<file path="config.mk">
export PLATFORM = sky130hd
export DESIGN_NAME = fuzzy_implication_matrix_cell
export DESIGN_NICKNAME = d
export VERILOG_FILES = /design/src/fimc_pkg.sv /design/src/fuzzy_implication_matrix_cell.sv
export SDC_FILE = /design/constraint.sdc
export NUM_CORES = 2
export LEC_CHECK = 0
export BUFFER_PORTS_ARGS = -buffer_cell sky130_fd_sc_hd__buf_2
export CAP_MARGIN = 20
export CORE_ASPECT_RATIO = 0.7
export CORE_MARGIN = 2
export CORE_UTILIZATION = 66
export DETAILED_ROUTE_END_ITERATION = 16
export PLACE_DENSITY = 0.83
export SETUP_SLACK_MARGIN = 0.02
export SLEW_MARGIN = 40
export SYNTH_ARGS = -nofsm -noshare
export SYNTH_HDL_FRONTEND = slang
export SYNTH_SLANG_ARGS = --single-unit
</file>
<file path="constraint.sdc">
create_clock -name clk -period 12.4 [get_ports clk]
set_clock_uncertainty 0.2 [all_clocks]
set_input_delay 1.86 -clock clk [delete_from_list [all_inputs] [get_ports clk]]
set_output_delay 1.86 -clock clk [all_outputs]
set_load 0.02 [all_outputs]
</file>
<file path="src/fimc_pkg.sv">
// ----------------------------------------------------------------------------
// fimc_pkg
// constants, control word types and the microcode table of the matrix cell
// ----------------------------------------------------------------------------
package fimc_pkg;

    localparam int FRAC_BITS = 15;
    localparam int Q_ONE     = 1 << FRAC_BITS;

    localparam int IN_W   = 16;
    localparam int V_W    = 17;
    localparam int A_W    = 40;
    localparam int B_W    = 18;
    localparam int PR_W   = A_W + B_W;
    localparam int RM_W   = PR_W - FRAC_BITS;
    localparam int RV_W   = RM_W + 1;
    localparam int F_W    = 32;
    localparam int K_W    = 36;
    localparam int X_W    = 35;
    localparam int C_W    = 21;
    localparam int TDATA_IN_W  = 64;
    localparam int TDATA_OUT_W = 24;

    localparam longint F_MAX = 64'sd2147483647;
    localparam longint F_MIN = -64'sd2147483648;
    localparam longint C_MAX = 64'sd1048575;
    localparam longint C_MIN = -64'sd1048576;

    localparam int STEP_W    = 5;
    localparam int LAST_STEP = 20;

    typedef enum logic [3:0] {
        MUL_NONE,
        MUL_IMP1_E2,
        MUL_IMP1X4_E,
        MUL_P_NOTD,
        MUL_U_IMP2,
        MUL_W_NOTE,
        MUL_F_FV,
        MUL_F_G3,
        MUL_K_G,
        MUL_X1_G,
        MUL_Y_NOTG
    } mul_op_t;

    typedef enum logic [3:0] {
        WB_NONE,
        WB_T1,
        WB_U,
        WB_P,
        WB_W,
        WB_FV,
        WB_F,
        WB_K,
        WB_X1,
        WB_Y,
        WB_X,
        WB_C
    } wb_op_t;

    typedef enum logic [1:0] {
        SEQ_NEXT,
        SEQ_EXIT_NOT_LAST,
        SEQ_EMIT
    } seq_op_t;

    typedef struct packed {
        mul_op_t mul_op;
        wb_op_t  wb_op;
        seq_op_t seq_op;
    } ctrl_t;

    // a product is written back once it has passed the product and rounding registers
    function automatic ctrl_t ucode(input logic [STEP_W-1:0] step);
        ctrl_t w;
        begin
            w = '{mul_op: MUL_NONE, wb_op: WB_NONE, seq_op: SEQ_NEXT};
            unique case (step)
                5'd0:  w.mul_op = MUL_IMP1_E2;
                5'd1:  w.mul_op = MUL_IMP1X4_E;
                5'd2:
                begin
                    w.mul_op = MUL_P_NOTD;
                    w.wb_op  = WB_T1;
                end
                5'd3:  w.wb_op = WB_U;
                5'd4:
                begin
                    w.mul_op = MUL_U_IMP2;
                    w.wb_op  = WB_P;
                end
                5'd6:  w.wb_op = WB_W;
                5'd7:  w.mul_op = MUL_W_NOTE;
                5'd9:  w.wb_op = WB_FV;
                5'd10: w.mul_op = MUL_F_FV;
                5'd12:
                begin
                    w.wb_op  = WB_F;
                    w.seq_op = SEQ_EXIT_NOT_LAST;
                end
                5'd13:
                begin
                    w.mul_op = MUL_F_G3;
                    w.wb_op  = WB_K;
                end
                5'd14: w.mul_op = MUL_K_G;
                5'd15: w.wb_op = WB_X1;
                5'd16:
                begin
                    w.mul_op = MUL_X1_G;
                    w.wb_op  = WB_Y;
                end
                5'd17: w.mul_op = MUL_Y_NOTG;
                5'd18: w.wb_op = WB_X;
                5'd19: w.wb_op = WB_C;
                5'd20: w.seq_op = SEQ_EMIT;
                default: w = '{mul_op: MUL_NONE, wb_op: WB_NONE, seq_op: SEQ_NEXT};
            endcase
            return w;
        end
    endfunction

endpackage

</file>
<file path="src/fuzzy_implication_matrix_cell.sv">
// ----------------------------------------------------------------------------
// fuzzy_implication_matrix_cell
// one cell of a fuzzy implication matrix composition, one element per request
// ----------------------------------------------------------------------------
// usage:
//   s_* carries one element request: a, b, e and g in s_tdata, s_tlast marks
//   the final element of the cell's vector. m_* carries the cell result c,
//   sent once per vector, on the request marked last.
//   a request is taken when s_tvalid and s_tready are high; s_tready is high
//   whenever the sequencer is idle.
//   a microcode table of 21 steps drives one 40x18 multiplier, a rounding
//   stage and a small writeback unit; a product is written back once it has
//   passed the product and rounding registers. s_tready stays low until an
//   element's steps are done, and for a last element also until the output
//   register is free, so a new request waits for the one before it.
//   c appears in the output register in the cycle after the last step and stays
//   there until taken; a new request is accepted while it waits.
//   if the receiver stalls, the next last element holds at its final step
//   until the output register is free.
//   reset clears the sequencer and the output valid flag and sets both running
//   products to 1.0.
// ----------------------------------------------------------------------------
module fuzzy_implication_matrix_cell
(
    input  logic                             clk,
    input  logic                             rst_n,
    input  logic                             s_tvalid,
    output logic                             s_tready,
    // a_value[15:0], b_value[31:16], e_value[47:32], g_value[63:48]
    input  logic [fimc_pkg::TDATA_IN_W-1:0]  s_tdata,
    input  logic                             s_tlast,
    output logic                             m_tvalid,
    input  logic                             m_tready,
    // c_value[20:0], zeros above
    output logic [fimc_pkg::TDATA_OUT_W-1:0] m_tdata
);

    localparam int A_W  = fimc_pkg::A_W;
    localparam int B_W  = fimc_pkg::B_W;
    localparam int PR_W = fimc_pkg::PR_W;
    localparam int RM_W = fimc_pkg::RM_W;
    localparam int RV_W = fimc_pkg::RV_W;
    localparam int V_W  = fimc_pkg::V_W;
    localparam int IN_W = fimc_pkg::IN_W;
    localparam int F_W  = fimc_pkg::F_W;
    localparam int K_W  = fimc_pkg::K_W;
    localparam int X_W  = fimc_pkg::X_W;
    localparam int C_W  = fimc_pkg::C_W;
    localparam int FB   = fimc_pkg::FRAC_BITS;
    localparam int SW   = fimc_pkg::STEP_W;

    localparam logic [V_W-1:0]         ONE_V    = V_W'(fimc_pkg::Q_ONE);
    localparam logic [IN_W-1:0]        ONE_IN   = IN_W'(fimc_pkg::Q_ONE);
    localparam logic signed [A_W-1:0]  ONE_A    = A_W'(fimc_pkg::Q_ONE);
    localparam logic signed [B_W-1:0]  ONE_B    = B_W'(fimc_pkg::Q_ONE);
    localparam logic signed [RV_W-1:0] ONE_RV   = RV_W'(fimc_pkg::Q_ONE);
    localparam logic signed [K_W-1:0]  ONE_K    = K_W'(fimc_pkg::Q_ONE);
    localparam logic signed [F_W-1:0]  ONE_F    = F_W'(fimc_pkg::Q_ONE);
    localparam logic [PR_W-1:0]        RND_HALF = PR_W'(1) << (FB - 1);

    function automatic logic [IN_W-1:0] clamp_in(input logic [IN_W-1:0] x);
        begin
            return (x > ONE_IN) ? ONE_IN : x;
        end
    endfunction

    // sequencer
    logic                  busy_reg;
    logic                  busy_next;
    logic [SW-1:0]         step_reg;
    logic [SW-1:0]         step_next;
    logic                  out_valid_reg;
    logic                  out_valid_next;
    logic [C_W-1:0]        out_data_reg;
    fimc_pkg::ctrl_t       ctrl;
    logic                  in_fire;
    logic                  emit_fire;

    // element operands
    logic [IN_W-1:0]       a_reg;
    logic [IN_W-1:0]       b_reg;
    logic [IN_W-1:0]       e_reg;
    logic [IN_W-1:0]       g_reg;
    logic                  last_reg;

    // datapath registers
    logic signed [PR_W-1:0] prod_reg;
    logic [RM_W-1:0]        rmag_reg;
    logic                   rneg_reg;
    logic signed [V_W-1:0]  t1_reg;
    logic signed [B_W-1:0]  u_reg;
    logic signed [B_W-1:0]  w_reg;
    logic signed [B_W-1:0]  fv_reg;
    logic signed [F_W-1:0]  f_reg;
    logic [V_W-1:0]         p_reg;
    logic signed [K_W-1:0]  k_reg;
    logic signed [X_W-1:0]  x1_reg;
    logic signed [K_W-1:0]  y_reg;
    logic signed [X_W-1:0]  x_reg;
    logic signed [C_W-1:0]  c_reg;

    // combinational datapath
    logic [V_W-1:0]         imp1;
    logic [V_W-1:0]         imp2;
    logic [V_W-1:0]         dmin;
    logic signed [A_W-1:0]  imp1_a;
    logic signed [B_W-1:0]  e_b;
    logic signed [B_W-1:0]  g_b;
    logic signed [B_W-1:0]  imp2_b;
    logic signed [B_W-1:0]  d_b;
    logic signed [A_W-1:0]  op_a;
    logic signed [B_W-1:0]  op_b;
    logic [PR_W-1:0]        prod_mag;
    logic [PR_W-1:0]        prod_rnd;
    logic signed [RV_W-1:0] rval;
    logic signed [RV_W-1:0] fv_sum;
    logic signed [RV_W-1:0] y_sum;
    logic signed [RV_W-1:0] c_sum;
    logic signed [F_W-1:0]  f_sat;
    logic signed [C_W-1:0]  c_sat;
    logic signed [K_W-1:0]  f_k;
    logic signed [K_W-1:0]  p_k;
    logic signed [K_W-1:0]  h_k;
    logic signed [K_W-1:0]  d_k;
    logic signed [K_W-1:0]  k_val;

    assign ctrl      = fimc_pkg::ucode(step_reg);
    assign s_tready  = !busy_reg;
    assign in_fire   = s_tvalid && s_tready;
    assign emit_fire = busy_reg && (ctrl.seq_op == fimc_pkg::SEQ_EMIT)
                       && (!out_valid_reg || m_tready);
    assign m_tvalid  = out_valid_reg;
    assign m_tdata   = {{(fimc_pkg::TDATA_OUT_W - C_W){1'b0}}, out_data_reg};

    always_comb
    begin
        busy_next      = busy_reg;
        step_next      = step_reg;
        out_valid_next = out_valid_reg;
        if (m_tready)
        begin
            out_valid_next = 1'b0;
        end
        if (emit_fire)
        begin
            out_valid_next = 1'b1;
        end
        if (in_fire)
        begin
            busy_next = 1'b1;
            step_next = '0;
        end
        else if (busy_reg)
        begin
            unique case (ctrl.seq_op)
                fimc_pkg::SEQ_NEXT:
                begin
                    step_next = step_reg + SW'(1);
                end
                fimc_pkg::SEQ_EXIT_NOT_LAST:
                begin
                    if (!last_reg)
                    begin
                        busy_next = 1'b0;
                    end
                    else
                    begin
                        step_next = step_reg + SW'(1);
                    end
                end
                fimc_pkg::SEQ_EMIT:
                begin
                    if (emit_fire)
                    begin
                        busy_next = 1'b0;
                    end
                end
                default:
                begin
                    busy_next = 1'b0;
                end
            endcase
        end
    end

    // element terms
    always_comb
    begin
        imp1   = ((ONE_V - V_W'(a_reg)) > V_W'(b_reg)) ? (ONE_V - V_W'(a_reg)) : V_W'(b_reg);
        imp2   = ((ONE_V - V_W'(b_reg)) > V_W'(a_reg)) ? (ONE_V - V_W'(b_reg)) : V_W'(a_reg);
        dmin   = (a_reg < b_reg) ? V_W'(a_reg) : V_W'(b_reg);
        imp1_a = A_W'(imp1);
        e_b    = B_W'(e_reg);
        g_b    = B_W'(g_reg);
        imp2_b = B_W'(imp2);
        d_b    = B_W'(dmin);
    end

    // multiplier operand select
    always_comb
    begin
        op_a = '0;
        op_b = '0;
        unique case (ctrl.mul_op)
            fimc_pkg::MUL_NONE:
            begin
                op_a = '0;
                op_b = '0;
            end
            fimc_pkg::MUL_IMP1_E2:
            begin
                op_a = imp1_a;
                op_b = e_b + e_b - ONE_B;
            end
            fimc_pkg::MUL_IMP1X4_E:
            begin
                op_a = (imp1_a <<< 2) - ONE_A - ONE_A;
                op_b = e_b;
            end
            fimc_pkg::MUL_P_NOTD:
            begin
                op_a = A_W'(p_reg);
                op_b = ONE_B - d_b;
            end
            fimc_pkg::MUL_U_IMP2:
            begin
                op_a = A_W'(u_reg);
                op_b = imp2_b;
            end
            fimc_pkg::MUL_W_NOTE:
            begin
                op_a = A_W'(w_reg);
                op_b = ONE_B - e_b;
            end
            fimc_pkg::MUL_F_FV:
            begin
                op_a = A_W'(f_reg);
                op_b = fv_reg;
            end
            fimc_pkg::MUL_F_G3:
            begin
                op_a = A_W'(f_reg);
                op_b = g_b + g_b + g_b - ONE_B - ONE_B;
            end
            fimc_pkg::MUL_K_G:
            begin
                op_a = A_W'(k_reg);
                op_b = g_b;
            end
            fimc_pkg::MUL_X1_G:
            begin
                op_a = A_W'(x1_reg);
                op_b = g_b;
            end
            fimc_pkg::MUL_Y_NOTG:
            begin
                op_a = A_W'(y_reg);
                op_b = ONE_B - g_b;
            end
            default:
            begin
                op_a = '0;
                op_b = '0;
            end
        endcase
    end

    // rounding to nearest, ties away from zero
    always_comb
    begin
        prod_mag = prod_reg[PR_W-1] ? PR_W'(-prod_reg) : PR_W'(prod_reg);
        prod_rnd = prod_mag + RND_HALF;
        rval     = rneg_reg ? -RV_W'({1'b0, rmag_reg}) : RV_W'({1'b0, rmag_reg});
    end

    // writeback arithmetic
    always_comb
    begin
        fv_sum = rval + RV_W'(t1_reg);
        y_sum  = rval + RV_W'(ONE_V - p_reg);
        c_sum  = rval + RV_W'(x_reg);
        if (rval > RV_W'(fimc_pkg::F_MAX))
        begin
            f_sat = F_W'(fimc_pkg::F_MAX);
        end
        else if (rval < RV_W'(fimc_pkg::F_MIN))
        begin
            f_sat = F_W'(fimc_pkg::F_MIN);
        end
        else
        begin
            f_sat = F_W'(rval);
        end
        if (c_sum > RV_W'(fimc_pkg::C_MAX))
        begin
            c_sat = C_W'(fimc_pkg::C_MAX);
        end
        else if (c_sum < RV_W'(fimc_pkg::C_MIN))
        begin
            c_sat = C_W'(fimc_pkg::C_MIN);
        end
        else
        begin
            c_sat = C_W'(c_sum);
        end
        // 4*max(F - P, 0) - 3*(1 - P)
        f_k   = K_W'(f_reg);
        p_k   = K_W'(p_reg);
        h_k   = (f_k > p_k) ? (f_k - p_k) : '0;
        d_k   = ONE_K - p_k;
        k_val = (h_k <<< 2) - d_k - d_k - d_k;
    end

    always_ff @(posedge clk or negedge rst_n)
    begin
        if (!rst_n)
        begin
            busy_reg      <= 1'b0;
            step_reg      <= '0;
            out_valid_reg <= 1'b0;
            f_reg         <= ONE_F;
            p_reg         <= ONE_V;
        end
        else
        begin
            busy_reg      <= busy_next;
            step_reg      <= step_next;
            out_valid_reg <= out_valid_next;
            if (emit_fire)
            begin
                f_reg <= ONE_F;
                p_reg <= ONE_V;
            end
            else if (busy_reg && (ctrl.wb_op == fimc_pkg::WB_F))
            begin
                f_reg <= f_sat;
            end
            else if (busy_reg && (ctrl.wb_op == fimc_pkg::WB_P))
            begin
                p_reg <= V_W'(rval);
            end
        end
    end

    always_ff @(posedge clk)
    begin
        prod_reg <= op_a * op_b;
        rmag_reg <= prod_rnd[PR_W-1:FB];
        rneg_reg <= prod_reg[PR_W-1];
        if (in_fire)
        begin
            a_reg    <= clamp_in(s_tdata[15:0]);
            b_reg    <= clamp_in(s_tdata[31:16]);
            e_reg    <= clamp_in(s_tdata[47:32]);
            g_reg    <= clamp_in(s_tdata[63:48]);
            last_reg <= s_tlast;
        end
        if (emit_fire)
        begin
            out_data_reg <= c_reg;
        end
        if (busy_reg)
        begin
            case (ctrl.wb_op)
                fimc_pkg::WB_T1: t1_reg <= V_W'(rval);
                fimc_pkg::WB_U:  u_reg  <= B_W'(rval + ONE_RV);
                fimc_pkg::WB_W:  w_reg  <= B_W'(rval);
                fimc_pkg::WB_FV: fv_reg <= B_W'(fv_sum);
                fimc_pkg::WB_K:  k_reg  <= k_val;
                fimc_pkg::WB_X1: x1_reg <= X_W'(rval);
                fimc_pkg::WB_Y:  y_reg  <= K_W'(y_sum);
                fimc_pkg::WB_X:  x_reg  <= X_W'(rval);
                fimc_pkg::WB_C:  c_reg  <= c_sat;
                default:
                begin
                end
            endcase
        end
    end

    // checks
    a_step_range: assert property (@(posedge clk) disable iff (!rst_n)
        busy_reg |-> (step_reg <= SW'(fimc_pkg::LAST_STEP)))
        else $error("step counter past end of program");

    a_prod_reset: assert property (@(posedge clk) disable iff (!rst_n)
        emit_fire |=> (f_reg == ONE_F) && (p_reg == ONE_V))
        else $error("running products not returned to one after result");

    a_p_bound: assert property (@(posedge clk) disable iff (!rst_n)
        p_reg <= ONE_V)
        else $error("product of complements above one");

    a_out_source: assert property (@(posedge clk) disable iff (!rst_n)
        $rose(out_valid_reg) |-> $past(busy_reg) && $past(last_reg))
        else $error("result raised without a last element");

endmodule

</file>
==> impl_metrics.tcl <==
set metrics [dict create \
    end_kind "flop" \
    drive_above_1_share_pct 7.671 \
    outcome "completed" \
    worst_pin_slew_ns 0.9997 \
    antenna_found_initial 5 \
    synthTopCellsByCount "inv_1 (924), nand2_1 (693), fa_1 (653)" \
    regToRegSetupSlack_ns 0.50 \
    regArea_um2 13060 \
    start_util_pct 66.85 \
    viasPerCell 6.402 \
    drtPass1Iterations 7 \
    largest_register_ffs 58 \
    max_freq_mhz 84.05 \
    synth_area_leaders "fa_1 (24%), edfxtp_1 (17%), ha_1 (8.4%)" \
    yosys_warnings 0 \
    max_cap_violations 0 \
    worstPathRequired_ns 12.71 \
    numCtsBuffers 48 \
    fill_cells 6097 \
    initialDrtViolationCount 6466 \
    hold_buffers 0 \
    ys_types 108 \
    final_antenna_net_count 0 \
    setup_tns_ns 0 \
    layout_min_cycle_time_ns 11.90 \
    row_count 88 \
    grt-busiest-layer "met1" \
    syn_area_um2 55280 \
    core-area_um2 82690 \
    synth-main-ff-cell "edfxtp_1" \
    synth.yosys.seq_area_share_pct 23.62 \
    grt_use_met3_pct 12.00 \
    fin_cells 7266 \
    clock_latency_ns 0.64 \
    boundaryPins 95 \
    die-area_um2 86120 \
    die_h_um 246.1 \
    post_cts_buffers 0 \
    root_buffer "clkbuf_16" \
    finalSetupViolations 0 \
    slew_violations 0 \
    wirelength_um 168500 \
    crit_path_start_kind "flop" \
    synth_top_area_cell "fa_1" \
    via_count 46520 \
    place_inst 7175 \
    synth_cells 6024 \
    synth.top_cell.area_share_pct 23.65 \
    grtUsageMet2_pct 55.52 \
    gp_congestion 1.076 \
    rsz0062_at_grt "false" \
    worstSetupPathType "flop to flop" \
    overflow 0 \
    grt_pass1_vias 45330 \
    hold_viol_final 0 \
    cts_buffer_depth 3 \
    ys_ff_latch 478 \
    grt_max_degree 71 \
    syn2layout_area_growth_pct 7.556 \
    die_w_um 349.9 \
    grt_first_pass_wirelength_um 260400 \
    final_nets 7195 \
    fin_crit_sh_pct 95.95 \
    synthArstFlopShare_pct 11.72 \
    max_stage_delay_ns 0.56 \
    worstPathMaxFanout 18 \
    clkTransAtPathRegs_ns 0.08 \
    critPathArrivalTime_ns 12.21 \
    cpMaxStageDelayCell "edfxtp_1" \
    post-route-drc-count 0 \
    grt_use_met1_pct 57.34 \
    avgSynthCellArea_um2 9.176 \
    multiInputGateArea_um2 37990 \
    wl_per_cell_um 23.19 \
    htree_levels 2 \
    track_usage_pct 39.34 \
    portBuffers 91 \
    hold_path.class "flop to flop" \
    cts_sinks 478 \
    cts_tree "done" \
    synth_edf_count 320 \
    dp_hpwl_um 132300 \
    relSlewSlack_pct 33.35 \
    yosysMostFrequentCell "inv_1" \
    ctsResizeCount 0 \
]
[final cells by class]
cell class | instances | share of cell area [%]
timing repair buffer | 272 | 3.153
inverter | 926 | 5.846
clock inverter | 32 | 0.6629
sequential | 478 | 21.96
tap | 1125 | 2.368
antenna | 1 | 0.004209
multi-input combinational | 4375 | 63.90
clock buffer | 57 | 2.111
[layout by cell type, fill, tap and decap left out, types with 15 or more instances in the layout]
master	instances
buf_2	95
clkbuf_16	48
and3_1	50
a31oi_1	27
inv_1	923
a21oi_1	275
dfrtp_1	54
nand4_1	47
dfxtp_1	101
nor3_1	100
nor4_1	38
buf_4	169
and2_1	128
and4_1	15
o21bai_1	29
o221ai_1	16
o31ai_1	37
a211oi_1	19
a41oi_1	15
o211ai_1	29
fa_1	653
a221o_1	34
edfxtp_1	320
or4_1	17
nand2_1	693
o21ai_0	242
or3_1	29
nor2_1	377
xor2_1	93
a221oi_1	19
nand2b_1	51
xnor2_1	271
a21o_1	110
mux2i_1	48
ha_1	372
a222oi_1	34
nand3_1	87
mux2_2	18
nor2b_1	96
o21a_1	44
[path summary, 6_finish.rpt]
| path | startpoint | end | cells past startpoint |
|---|---|---|---|
| worst max-delay path | a_reg[2]$_SDFFCE_PN0P_ | prod_reg[55]$_DFF_P_ | 40 |
| worst min-delay path | c_reg[4]$_SDFFCE_PN1P_ | out_data_reg[4]$_DFFE_PP_ | 0 |
| worst max register to register | a_reg[2]$_SDFFCE_PN0P_ | prod_reg[55]$_DFF_P_ | 40 |
| worst min register to register | c_reg[4]$_SDFFCE_PN1P_ | out_data_reg[4]$_DFFE_PP_ | 0 |
| max in group asynchronous | rst_n | f_reg[26]$_DFFE_PN0P_ | 2 |
| min in group asynchronous | rst_n | step_reg[3]$_DFFE_PN0P_ | 2 |
[worst max-delay path: cells and delay by family, from the launching register on]
kind	cells	cell delay [ns]
adders and majority gates	10	4.42
and+or+nand+nor	12	2.98
AOI/OAI and AO/OA	8	2.42
buffers and inverters	8	0.84
DFF	1	0.56
xor gates and xnor gates	2	0.33
[kinds of logic (layout without fill, tap and decap cells)]
group	after synthesis	in the layout	share of synthesized area (%)
AND/OR/NAND/NOR	1803	1803	15.54
buffers and inverters	1174	1287	8.110
AO/OA/AOI/OAI	1108	1108	13.54
adder cells (fa/ha/maj)	1029	1029	32.14
flip-flops	478	478	23.62
XOR/XNOR	364	364	5.767
multiplexers	67	67	1.277
other	1	5	0.006784
[stage by stage]
stage / util (%) / hold slack, ns / setup slack [ns] / instance area, um^2
after floorplan: - / 0.1290 / 2.115 / 55290
after global placement: 69.73 / 0.2012 / 0.4756 / 57660
after detailed placement: 69.87 / 0.2054 / 0.8455 / 57780
after CTS: 71.87 / 0.2173 / 0.8085 / 59430
after global routing: 71.90 / 0.2174 / 0.1066 / 59450
final: 71.90 / 0.2116 / 0.5020 / 59450
[per-layer routing]
layer  vias up  wire (um)
li1      20281          -
met1     22694      68820
met2      3108      68570
met3       429      24260
met4         8       6806
met5         -         51
Power is not shown: default switching activity piles up to over one toggle a cycle in this logic, so the estimate is an artifact.
